### src/sv/jrma_pkg.sv
`timescale 1ns / 1ps
// ----------------------------------------------------------------------------
// jrma_pkg
// Shared widths, register indexes, reset values and the command and status
// bundles passed between the controller and the datapath.
// ----------------------------------------------------------------------------
package jrma_pkg;

    // Field widths
    localparam int SAMPLE_W = 32;            // signed Q16.16 sample
    localparam int CNT_W    = 4;             // fill count and window length
    localparam int THR_W    = 31;            // jump threshold
    // Sum of at most 15 samples
    localparam int SUM_W    = SAMPLE_W + CNT_W;
    localparam int ITER_W   = $clog2(SUM_W + 1);

    // Default ring depth
    localparam int WINDOW_MAX_DEF = 8;

    // Configuration register indexes
    localparam logic CFG_WINDOW_LEN = 1'b0;
    localparam logic CFG_JUMP_THR   = 1'b1;

    // Configuration reset values (threshold is 0.01 in Q16.16, truncated)
    localparam logic [CNT_W-1:0] WIN_LEN_RST  = CNT_W'(8);
    localparam logic [THR_W-1:0] JUMP_THR_RST = THR_W'(655);

    // Controller to datapath
    typedef struct packed {
        logic capture;   // latch the incoming sample
        logic test;      // jump and drop decision, ring read of oldest entry
        logic update;    // ring write, sum and count update
        logic div_load;  // prime the serial divider
        logic div_step;  // one quotient bit
        logic out_load;  // move the result into the output register
    } t_cmd;

    // Datapath to controller
    typedef struct packed {
        logic div_last;  // final quotient bit in this cycle
        logic out_free;  // output register can take a result
    } t_sts;

endpackage

### src/sv/jrma_ram.sv
`timescale 1ns / 1ps
// ----------------------------------------------------------------------------
// jrma_ram
// Simple dual-port RAM: one write port, one read port with registered data.
// ----------------------------------------------------------------------------
module jrma_ram #(
    parameter int WIDTH = 32,
    parameter int DEPTH = 8
) (
    input  logic                     i_clk,
    input  logic                     i_we,
    input  logic [$clog2(DEPTH)-1:0] i_waddr,
    input  logic [WIDTH-1:0]         i_wdata,
    input  logic [$clog2(DEPTH)-1:0] i_raddr,
    output logic [WIDTH-1:0]         o_rdata
);

    logic [WIDTH-1:0] r_mem [DEPTH];
    logic [WIDTH-1:0] r_rdata;

    always_ff @(posedge i_clk) begin
        if (i_we) begin
            r_mem[i_waddr] <= i_wdata;
        end
        r_rdata <= r_mem[i_raddr];
    end

    assign o_rdata = r_rdata;

endmodule

### src/sv/jrma_ctrl.sv
`timescale 1ns / 1ps
// ----------------------------------------------------------------------------
// jrma_ctrl
// Sequencer for one sample: jump test, window update, serial division and
// hand-over to the output register.
// ----------------------------------------------------------------------------
module jrma_ctrl
    import jrma_pkg::*;
(
    input  logic i_clk,
    input  logic i_rst_n,
    input  logic i_valid,
    output logic o_ready,
    input  t_sts i_sts,
    output t_cmd o_cmd
);

    typedef enum logic [2:0] {
        S_IDLE,
        S_TEST,
        S_UPDATE,
        S_LOAD,
        S_DIV,
        S_DONE
    } t_state;

    t_state r_state;
    t_state n_state;
    logic   r_ready;
    logic   n_ready;

    // Next state and commands
    always_comb begin
        n_state = r_state;
        n_ready = r_ready;
        o_cmd   = '0;
        unique case (r_state)
            S_IDLE: begin
                if (i_valid) begin
                    o_cmd.capture = 1'b1;
                    n_state       = S_TEST;
                    n_ready       = 1'b0;
                end
            end
            S_TEST: begin
                o_cmd.test = 1'b1;
                n_state    = S_UPDATE;
            end
            S_UPDATE: begin
                o_cmd.update = 1'b1;
                n_state      = S_LOAD;
            end
            S_LOAD: begin
                o_cmd.div_load = 1'b1;
                n_state        = S_DIV;
            end
            S_DIV: begin
                o_cmd.div_step = 1'b1;
                if (i_sts.div_last) begin
                    n_state = S_DONE;
                end
            end
            S_DONE: begin
                if (i_sts.out_free) begin
                    o_cmd.out_load = 1'b1;
                    n_state        = S_IDLE;
                    n_ready        = 1'b1;
                end
            end
            default: begin
                n_state = S_IDLE;
                n_ready = 1'b1;
            end
        endcase
    end

    // State and registered ready
    always_ff @(posedge i_clk) begin
        if (!i_rst_n) begin
            r_state <= S_IDLE;
            r_ready <= 1'b1;
        end else begin
            r_state <= n_state;
            r_ready <= n_ready;
        end
    end

    assign o_ready = r_ready;

endmodule

### src/sv/jrma_dp.sv
`timescale 1ns / 1ps
// ----------------------------------------------------------------------------
// jrma_dp
// Datapath: configuration registers, sample ring, running sum, restoring
// divider and output register.
// ----------------------------------------------------------------------------
module jrma_dp
    import jrma_pkg::*;
#(
    parameter int WINDOW_MAX = WINDOW_MAX_DEF
) (
    input  logic                       i_clk,
    input  logic                       i_rst_n,
    // configuration
    input  logic                       i_cfg_we,
    input  logic                       i_cfg_addr,
    input  logic [THR_W-1:0]           i_cfg_wdata,
    // input payload
    input  logic signed [SAMPLE_W-1:0] i_sample,
    // output channel
    output logic                       o_valid,
    input  logic                       i_ready,
    output logic signed [SAMPLE_W-1:0] o_average,
    output logic [CNT_W-1:0]           o_fill_count,
    output logic                       o_restarted,
    // control
    input  t_cmd                       i_cmd,
    output t_sts                       o_sts
);

    localparam int IDX_W   = $clog2(WINDOW_MAX);
    // Largest usable fill count: limited by ring depth and the 4-bit length
    localparam int CNT_MAX = (WINDOW_MAX < (2**CNT_W - 1)) ? WINDOW_MAX : (2**CNT_W - 1);
    localparam int ADD_W   = ((IDX_W > CNT_W) ? IDX_W : CNT_W) + 1;
    localparam int REM_W   = CNT_W + 1;

    // Configuration
    logic [CNT_W-1:0] r_win_len;
    logic [THR_W-1:0] r_jump_thr;

    // Window state
    logic signed [SUM_W-1:0]    r_sum;
    logic [CNT_W-1:0]           r_count;
    logic [IDX_W-1:0]           r_oldest;
    logic signed [SAMPLE_W-1:0] r_newest;
    logic signed [SAMPLE_W-1:0] r_sample;
    logic                       r_restart;
    logic                       r_drop;

    // Divider
    logic [SUM_W-1:0]  r_quo;
    logic [REM_W-1:0]  r_rem;
    logic              r_neg;
    logic [ITER_W-1:0] r_iter;

    // Output register
    logic                       r_o_valid;
    logic signed [SAMPLE_W-1:0] r_average;
    logic [CNT_W-1:0]           r_fill;
    logic                       r_restarted;

    // Ring port
    logic                       ram_we;
    logic [IDX_W-1:0]           ram_waddr;
    logic signed [SAMPLE_W-1:0] ram_rdata;

    // Configuration writes
    always_ff @(posedge i_clk) begin
        if (!i_rst_n) begin
            r_win_len  <= WIN_LEN_RST;
            r_jump_thr <= JUMP_THR_RST;
        end else if (i_cfg_we) begin
            unique case (i_cfg_addr)
                CFG_WINDOW_LEN: r_win_len  <= i_cfg_wdata[CNT_W-1:0];
                CFG_JUMP_THR:   r_jump_thr <= i_cfg_wdata;
                default:        r_jump_thr <= r_jump_thr;
            endcase
        end
    end

    // Effective window length: zero means one, capped at the usable maximum
    logic [CNT_W-1:0] eff_len;
    always_comb begin
        if (r_win_len == '0) begin
            eff_len = CNT_W'(1);
        end else if (32'(r_win_len) > CNT_MAX) begin
            eff_len = CNT_W'(CNT_MAX);
        end else begin
            eff_len = r_win_len;
        end
    end

    // Jump test: exact 33-bit difference against the newest sample
    logic signed [SAMPLE_W:0] diff;
    logic [SAMPLE_W:0]        diff_mag;
    logic                     jump;
    always_comb begin
        diff     = {r_sample[SAMPLE_W-1], r_sample} - {r_newest[SAMPLE_W-1], r_newest};
        diff_mag = diff[SAMPLE_W] ? (SAMPLE_W+1)'(-diff) : diff;
        jump     = (r_count != '0) && (diff_mag > {2'b00, r_jump_thr});
    end

    // Window update after the decision
    logic [CNT_W-1:0]        held_a;
    logic [IDX_W-1:0]        oldest_a;
    logic [IDX_W-1:0]        oldest_inc;
    logic signed [SUM_W-1:0] sum_a;
    logic [ADD_W-1:0]        widx_sum;
    always_comb begin
        oldest_inc = (32'(r_oldest) == WINDOW_MAX - 1) ? '0 : r_oldest + IDX_W'(1);
        if (r_restart) begin
            held_a   = '0;
            oldest_a = '0;
            sum_a    = '0;
        end else if (r_drop) begin
            held_a   = r_count - CNT_W'(1);
            oldest_a = oldest_inc;
            sum_a    = r_sum - SUM_W'(ram_rdata);
        end else begin
            held_a   = r_count;
            oldest_a = r_oldest;
            sum_a    = r_sum;
        end
        // slot after the newest one, wrapped once around the ring
        widx_sum = ADD_W'(oldest_a) + ADD_W'(held_a);
        if (32'(widx_sum) >= WINDOW_MAX) begin
            widx_sum = widx_sum - ADD_W'(WINDOW_MAX);
        end
        ram_waddr = widx_sum[IDX_W-1:0];
        ram_we    = i_cmd.update;
    end

    // Window state registers
    always_ff @(posedge i_clk) begin
        if (!i_rst_n) begin
            r_sum    <= '0;
            r_count  <= '0;
            r_oldest <= '0;
            r_newest <= '0;
        end else if (i_cmd.update) begin
            r_sum    <= sum_a + SUM_W'(r_sample);
            r_count  <= held_a + CNT_W'(1);
            r_oldest <= oldest_a;
            r_newest <= r_sample;
        end
    end

    // Captured sample and decision
    always_ff @(posedge i_clk) begin
        if (i_cmd.capture) begin
            r_sample <= i_sample;
        end
        if (i_cmd.test) begin
            r_restart <= jump;
            r_drop    <= r_count >= eff_len;
        end
    end

    // Ring holding the window samples
    jrma_ram #(
        .WIDTH (SAMPLE_W),
        .DEPTH (WINDOW_MAX)
    ) u_ring (
        .i_clk   (i_clk),
        .i_we    (ram_we),
        .i_waddr (ram_waddr),
        .i_wdata (r_sample),
        .i_raddr (r_oldest),
        .o_rdata (ram_rdata)
    );

    // Restoring divider: one quotient bit per cycle on the sum magnitude
    logic [REM_W-1:0] rem_sh;
    logic             rem_ge;
    always_comb begin
        rem_sh = {r_rem[REM_W-2:0], r_quo[SUM_W-1]};
        rem_ge = rem_sh >= REM_W'(r_count);
    end

    always_ff @(posedge i_clk) begin
        if (!i_rst_n) begin
            r_iter <= '0;
        end else if (i_cmd.div_load) begin
            r_iter <= '0;
        end else if (i_cmd.div_step) begin
            r_iter <= r_iter + ITER_W'(1);
        end
    end

    always_ff @(posedge i_clk) begin
        if (i_cmd.div_load) begin
            r_neg <= r_sum[SUM_W-1];
            r_quo <= r_sum[SUM_W-1] ? SUM_W'(-r_sum) : r_sum;
            r_rem <= '0;
        end else if (i_cmd.div_step) begin
            r_rem <= rem_ge ? rem_sh - REM_W'(r_count) : rem_sh;
            r_quo <= {r_quo[SUM_W-2:0], rem_ge};
        end
    end

    assign o_sts.div_last = (32'(r_iter) == SUM_W - 1);
    assign o_sts.out_free = !r_o_valid || i_ready;

    // Output register
    always_ff @(posedge i_clk) begin
        if (!i_rst_n) begin
            r_o_valid <= 1'b0;
        end else if (i_cmd.out_load) begin
            r_o_valid <= 1'b1;
        end else if (i_ready) begin
            r_o_valid <= 1'b0;
        end
    end

    always_ff @(posedge i_clk) begin
        if (i_cmd.out_load) begin
            r_average   <= r_neg ? SAMPLE_W'(-r_quo) : r_quo[SAMPLE_W-1:0];
            r_fill      <= r_count;
            r_restarted <= r_restart;
        end
    end

    assign o_valid      = r_o_valid;
    assign o_average    = r_average;
    assign o_fill_count = r_fill;
    assign o_restarted  = r_restarted;

endmodule

### src/sv/jump_reset_moving_average.sv
`timescale 1ns / 1ps
// ----------------------------------------------------------------------------
// jump_reset_moving_average
// Sliding-window average of signed Q16.16 samples; the window restarts when
// a sample steps away from the newest one by more than the jump threshold.
// ----------------------------------------------------------------------------
// Each accepted sample produces one transaction on the output: the window sum
// divided by the fill count (truncated toward zero), the fill count and a
// restart flag. One sample is processed at a time; from acceptance to a valid
// result it goes through the jump test and ring read, the window update, the
// priming of the divider, the bit-serial restoring divider, which sets the
// rate, and the load of the output register, which waits until that register
// is free. The next sample is accepted in the cycle after the result is
// registered, even while that result is still waiting to be taken. The window
// length register holds 0 to 15; zero acts as one and larger values are capped
// at the ring depth WINDOW_MAX.
// Configuration writes must be made only while no sample is in flight.
module jump_reset_moving_average
    import jrma_pkg::*;
#(
    parameter int WINDOW_MAX = WINDOW_MAX_DEF
) (
    input  logic                       i_clk,
    input  logic                       i_rst_n,
    // configuration
    input  logic                       i_cfg_we,
    input  logic                       i_cfg_addr,
    input  logic [THR_W-1:0]           i_cfg_wdata,
    // input channel
    input  logic                       i_valid,
    output logic                       o_ready,
    input  logic signed [SAMPLE_W-1:0] i_sample,
    // output channel
    output logic                       o_valid,
    input  logic                       i_ready,
    output logic signed [SAMPLE_W-1:0] o_average,
    output logic [CNT_W-1:0]           o_fill_count,
    output logic                       o_restarted
);

    t_cmd cmd;
    t_sts sts;

    // Sequencer
    jrma_ctrl u_ctrl (
        .i_clk   (i_clk),
        .i_rst_n (i_rst_n),
        .i_valid (i_valid),
        .o_ready (o_ready),
        .i_sts   (sts),
        .o_cmd   (cmd)
    );

    // Datapath
    jrma_dp #(
        .WINDOW_MAX (WINDOW_MAX)
    ) u_dp (
        .i_clk        (i_clk),
        .i_rst_n      (i_rst_n),
        .i_cfg_we     (i_cfg_we),
        .i_cfg_addr   (i_cfg_addr),
        .i_cfg_wdata  (i_cfg_wdata),
        .i_sample     (i_sample),
        .o_valid      (o_valid),
        .i_ready      (i_ready),
        .o_average    (o_average),
        .o_fill_count (o_fill_count),
        .o_restarted  (o_restarted),
        .i_cmd        (cmd),
        .o_sts        (sts)
    );

endmodule

### config.mk
export PLATFORM = sky130hd
export DESIGN_NAME = jump_reset_moving_average
export DESIGN_NICKNAME = d
export VERILOG_FILES = /design/src/sv/jrma_pkg.sv /design/src/sv/jrma_ram.sv /design/src/sv/jrma_ctrl.sv /design/src/sv/jrma_dp.sv /design/src/sv/jump_reset_moving_average.sv
export SDC_FILE = /design/constraint.sdc
export NUM_CORES = 1
export LEC_CHECK = 0
export BUFFER_PORTS_ARGS = -buffer_cell sky130_fd_sc_hd__buf_2
export CAP_MARGIN = 10
export CELL_PAD_IN_SITES_DETAIL_PLACEMENT = 1
export CELL_PAD_IN_SITES_GLOBAL_PLACEMENT = 2
export CORE_UTILIZATION = 40
export DETAILED_ROUTE_END_ITERATION = 8
export GPL_ROUTABILITY_DRIVEN = 0
export MAX_ROUTING_LAYER = met4
export PLACE_DENSITY_LB_ADDON = 0.1
export SLEW_MARGIN = 10
export SYNTH_ARGS = -nofsm -noshare
export SYNTH_HDL_FRONTEND = slang
export SYNTH_SLANG_ARGS = --single-unit
### constraint.sdc
create_clock -name i_clk -period 6.9 [get_ports i_clk]
set_clock_uncertainty 0.2 [all_clocks]
set_input_delay 0.69 -clock i_clk [delete_from_list [all_inputs] [get_ports i_clk]]
set_output_delay 0.69 -clock i_clk [all_outputs]
set_load 0.03 [all_outputs]
======== After elaboration in Yosys (flattened, before gate mapping) ========
Memories as Yosys holds them, arrays and structs flattened. A register that Yosys moved wholly into a read port is not among the register bits.
Index checks and enable logic that the tools add are counted.
cells by class
  mux-type cells .......................... 35
  $add $sub $neg .......................... 13
  order comparisons ....................... 5
  bitwise gates (word level) .............. 3
  reduce and logical (&&, ||, !) cells .... 14
  equality and inequality tests ........... 10
operator list
  cell                                                               count
  two-way mux 36 bit                                                 5
  adder 36 x 32 -> 36 bit                                            1
  negation 36 bit                                                    1
  subtractor 36 x 32 -> 36 bit                                       1
  > comparator 33 x 31 -> 1 bit                                      1
  two-way mux 33 bit                                                 1
  negation 33 bit                                                    1
  subtractor 32 x 32 -> 33 bit                                       1
  two-way mux 32 bit                                                 1
  negation 32 bit                                                    1
  two-way mux 3 bit                                                  7
  two-way mux 4 bit                                                  5
  one-hot mux 3 bit (6 select lines)                                 1
  two-way mux 1 bit                                                  14
  == test 3 bit, second input constant                               3
  adder 6 x 1 -> 6 bit, second input constant                        1
  == test 3 x 2 -> 1 bit, second input constant                      2
  == test 6 bit, second input constant                               1
  != test 2 bit, second input constant                               3
  AND reduction 3 bit                                                2
  adder 3 x 4 -> 5 bit                                               1
  greater-or-equal comparator 5 x 4 -> 1 bit                         1
  greater-or-equal comparator 5 x 4 -> 1 bit, second input constant  1
  adder 4 x 1 -> 4 bit, second input constant                        1
  19 further kinds                                                   23
storage, ports and cells
  output and inout port bits .............. 39
  memory bits (writable) .................. 256
  bits in registers ....................... 233
  memories kept ........................... 1
  input bits .............................. 69
memories
  name               depth  bits a word  rd ports  clocked after Yosys merged registers in  wr ports  RTL line        text
  u_dp.u_ring.r_mem  8      32           1         1                                        1         jrma_ram.sv:18  logic [WIDTH-1:0] r_mem [DEPTH];

======== Logic depth before layout (Yosys ltp) ========
  word-level depth ........................ 7
  depth in mapped cells ................... 28
  depth with buffers taken out ............ 28

======== Modules after synthesis ========
Synthesis repeated with hierarchy kept, for this count alone.
second synthesis, totals
  cells, all modules ...................... 2,485
  area, all modules ....................... 28,325.9 um^2
by module, submodules not included
  module     area each (um^2)  times used  cells an instance
  jrma_dp    17,611.9          1           2,043
  jrma_ram   10,466.3          1           415
  jrma_ctrl  247.7             1           27

======== Least setup slack after synthesis ========
OpenSTA, ideal clock, no wires.
  path kind ............................... register to register
  start point ............................. register u_dp.r_oldest[0]
  end point ............................... memory u_dp.u_ring.r_mem[4][0], enable pin
  buffers on the path ..................... 3
  required time ........................... 6,199 ps
  cell stages (with the launch flop) ...... 11
  slack ................................... 553 ps
  arrival ................................. 5,646 ps
  cell sequence ........................... dfxtp_1 -> clkbuf_1 -> buf_1 -> buf_1 -> nor3_1 -> a21oi_1 -> nor2_1 -> ha_1 -> fa_1 -> xor2_1 -> nor4_1
on the way
  word-level cells in the longest chain between the ends .. 7
ends and longest elaborated chain
  element                                                                                         RTL line                        text
  start, declared                                                                                 jrma_dp.sv:44                   logic [IDX_W-1:0] r_oldest;
  start signal, assigned                                                                          jrma_dp.sv:143                  r_oldest <= oldest_a;
  adder 3 x 1 -> 3 bit / == test 3 bit (equally long branches)                                    jrma_dp.sv:110                  oldest_inc = (32'(r_oldest) == WINDOW_MAX - 1) ? '0 : r_oldest + IDX_W'(1);
  two-way mux 3 bit                                                                               jrma_dp.sv:110
  two-way mux 3 bit (*)                                                                           jrma_dp.sv:115                  end else if (r_drop) begin
  two-way mux 3 bit (*)                                                                           jrma_dp.sv:111                  if (r_restart) begin
  via u_dp.oldest_a[0]                                                                            jrma_dp.sv:105                  logic [IDX_W-1:0] oldest_a;
  adder 3 x 4 -> 5 bit (*)                                                                        jrma_dp.sv:125                  widx_sum = ADD_W'(oldest_a) + ADD_W'(held_a);
  greater-or-equal comparator 5 x 4 -> 1 bit / subtractor 3 x 1 -> 3 bit (equally long branches)  jrma_dp.sv:126, jrma_dp.sv:127
  two-way mux 3 bit (*)                                                                           jrma_dp.sv:126                  if (32'(widx_sum) >= WINDOW_MAX) begin
  end, declared                                                                                   jrma_ram.sv:18
Mark *: on every way through the listed nets, which the timed path passes. The rest lies on a longest branch.

======== Worst setup path in the final report ========
  start point ............................. register u_dp.r_sum[0]
  end point ............................... register u_dp.r_sum[35]
on the way
  word-level cells in the longest chain between the ends .. 4
ends and longest elaborated chain
  element                       RTL line        text
  start, declared               jrma_dp.sv:42   logic signed [SUM_W-1:0] r_sum;
  start signal, assigned        jrma_dp.sv:141  r_sum <= sum_a + SUM_W'(r_sample);
  subtractor 36 x 32 -> 36 bit  jrma_dp.sv:118  sum_a = r_sum - SUM_W'(ram_rdata);
  two-way mux 36 bit (*)        jrma_dp.sv:115
  two-way mux 36 bit (*)        jrma_dp.sv:111
  adder 36 x 32 -> 36 bit (*)   jrma_dp.sv:141
Every way passes the cells marked *; elsewhere a longest branch is shown, timed or not.
A chain may end at the register's enable or synchronous reset.

==> results by group <==
Clock network
  • Clk buf depth: 3
  • H-tree levels: 2
  • Setup Fix Bufs, Post-CTS: 0
  • TritonCTS clock tree: yes
  • Total clock buffers created by CTS: 58
  • Clock slew seen by the registers of the worst setup and hold paths: 60 ps
  • CTS root buf: clkbuf_16
  • Sink Count: 521
  • Clock Latency Late Sink: 640 ps

Layout
  • Layout Nets: 2,865
  • # fillers: 7,443
  • Syn-to-layout area delta: 13.61%
  • Share of cells above drive strength 1: 14.13%

Synthesis
  • Post-Syn Instances: 2,512
  • FFs w/ async S/R, synth: 0%
  • YS warnings: 0
  • Flops & latches, synth: 521
  • Top_reg_cell synth: edfxtp_1
  • Synth cell count leaders: edfxtp_1, nand2_1, dfxtp_1, ha_1, o21ai_0
  • Synthesized net count: 2,737
  • Synth area leader: edfxtp_1
  • Mapped Area: 0.02782 mm²
  • Most numerous cell in the Yosys netlist: edfxtp_1
  • EDFF count, synth: 364
  • Top area cells in the synthesized netlist: edfxtp_1, dfxtp_1, ha_1, mux4_2, nand2_1
  • Yosys cell types: 83
  • Top-area cell type share of the netlist area: 39.29%
  • Post-synthesis average cell area: 11.07 µm²
  • Seq/Total Area, Yosys: 50.59%

Status
  • Status: finished, final reports clean

Routing
  • DRT Pass-1 Iters: 5
  • First-iteration detailed-routing DRC count: 962
  • Post-DRT Antenna Nets: 0
  • Routed via count: 19.56k
  • Routed wire length: 76,330 µm
  • DRC: 0
  • Drt wl/cell: 21.08 µm
  • Vias per cell: 5.400

Global route
  • First-pass GRT wire length: 120,500 µm
  • GRT Overall Usage: 22.54%
  • Largest net degree at the start of global routing: 78
  • Vias in the first global route: 21.14k
  • Initial antenna violation count: 1
  • Grt ovf: 0

Critical path
  • CP Max Fanout: 7
  • Critical Path RT: 7250 ps
  • Data arrival time of the worst path: 6770 ps
  • Critical path class: reg2reg
  • CP Capture Type: register
  • R2R Setup Slk: 480 ps
  • Worst setup SP type: register

Floorplan
  • DIE WIDTH: 265.7 µm
  • Ports: 108
  • Core ar.: 0.06871 mm²
  • Die area: 0.07061 mm²
  • Die height: 265.7 µm
  • Core Rows: 96
  • Starting density of the core: 40.49%

Timing
  • FMAX: 0.1558 GHz
  • Max-slew violations: 0
  • RSZ-0062 raised after global routing: false
  • Slew @ Worst Pin: 1061 ps
  • Tcrit/Tclk final: 93.02%
  • Final Critical Period: 6419 ps
  • Number of setup violations in the final report: 0
  • Post-Route Setup TNS: 0 ps
  • Fin. Hold Viols: 0
  • Max-slew headroom: 29.25%

Pwr
  • Maximum VDD drop: 0.2045 mV
  • Total power: 11.30 mW
  • Power Dens Cells: 357.6 mW/mm²
  • Leak: 11.71 nW

Placement
  • HPWL after detailed placement: 54,460 µm
  • IO buf count: 107

Run
  • # Max-Cap Violations: 0

Worst hold path
  • Hold Crit Class: in2reg
metal layers:
layer	up-vias	GRT usage, %	share of wire, %
met3	89	2.431	3.1
met4	0	6.229	2.4
met1	9728	28.37	46
met2	283	38.44	49
li1	9457	-	-
met5	-	-	0
worst max-delay path: stages, from the launching register on:
cell and delay (ps):
dfxtp_1 420, inv_1 100, ha_1 220, fa_1 380
nor2b_1 210, o2111ai_1 200, a31oi_2 240, o21a_1 170
o31a_1 190, a21o_1 180, a21oi_1 120, nor2b_2 230
o221ai_1 200, xnor2_1 170, mux2i_1 140, nor2_1 70
ha_1 390, a21o_1 210, a221o_1 350, a21o_1 180
a41oi_1 260, o31ai_1 170, a31o_2 250, a21oi_1 170
xnor2_1 220, or4b_1 460, o21ai_0 90, o31a_1 140
what timing repair did:
item                                    4_1_cts  5_1_grt
endpoints found under the setup margin        0        4
gates resized for setup                       0        3
endpoints found under the hold margin        15        0
hold buffers                                 15        0
state kept, by name, indices dropped and copies added, names as in the netlist, 31 cells and up:
signal,count
u_dp.u_ring.r_mem,256
u_dp.r_quo,36
u_dp.r_sum,36
u_dp.o_average,32
u_dp.r_newest,32
u_dp.r_sample,32
u_dp.u_ring.o_rdata,32
u_dp.r_jump_thr,31
cell type report:
type                            instances  area [µm²]  share of cell area [%]
Sequential cell                       521       14080                   44.54
Multi-Input combinational cell       1757       12930                   40.90
Tap cell                              931        1165                   3.686
Clock buffer                           85        1634                   5.170
Clock inverter                         25       257.7                  0.8155
Timing Repair Buffer                  169        1041                   3.294
Inverter                              133       499.2                   1.580
Antenna cell                            1       2.502                0.007918
final timing paths:
check	from	to	cells past startpoint
setup reg to reg	u_dp.r_sum[0]	u_dp.r_sum[35]	27
setup / recovery	u_dp.r_sum[0]	u_dp.r_sum[35]	27
hold reg to reg	u_dp.r_jump_thr[13]	u_dp.r_jump_thr[13]	2
hold / removal	i_sample[19]	u_dp.r_sample[19]	1
metrics by stage:
step | cell area, µm² | utilization, % | cells | hold WS, ps | setup WS, ps
2_1_floorplan | 27820 | - | 2512 | 224.4 | 552.6
3_3_place_gp | 29550 | 43.01 | 3496 | 241.5 | 501.2
3_5_place_dp | 29550 | 43.01 | 3496 | 256.1 | 324.8
4_1_cts | 31590 | 45.98 | 3621 | 1.488 | 274.9
5_1_grt | 31610 | 46.00 | 3622 | 3.484 | 55.48
6_report | 31610 | 46.00 | 3622 | 32.10 | 481.3
layout by cell type (no fill, tap or decap), drive strengths merged, types with 33 or more instances in the layout:
cell,Yosys,final
nand2,320,320
mux4,64,64
xnor2,109,109
ha,151,151
edfxtp,364,364
o21ai,155,155
a21oi,113,113
dfxtp,157,157
nor2,144,144
clkbuf,89,85
xor2,72,72
buf,12,154
a21boi,76,76
inv,133,135
a21o,52,52
o31ai,33,33
power by group:
| part | total (mW) | leakage, nW | internal (mW) | switching [mW] |
|---|---|---|---|---|
| Combinational | 4.21 | 6.22 | 1.64 | 2.56 |
| Sequential | 4.04 | 4.59 | 3.73 | 0.311 |
| Clock | 3.05 | 0.905 | 1.76 | 1.29 |
| Total | 11.3 | 11.7 | 7.14 | 4.17 |
logic make-up after synthesis:
| logic type | after synthesis | synth area share [%] |
|---|---|---|
| fa+ha+maj | 156 | 7.151 |
| mux | 124 | 7.484 |
| compound gates | 590 | 14.03 |
| buf+inv | 234 | 3.171 |
| flops | 521 | 50.59 |
| xor+xnor | 181 | 5.698 |
| simple gates | 706 | 11.88 |
Note: power is estimated with default switching activity, not from simulation.
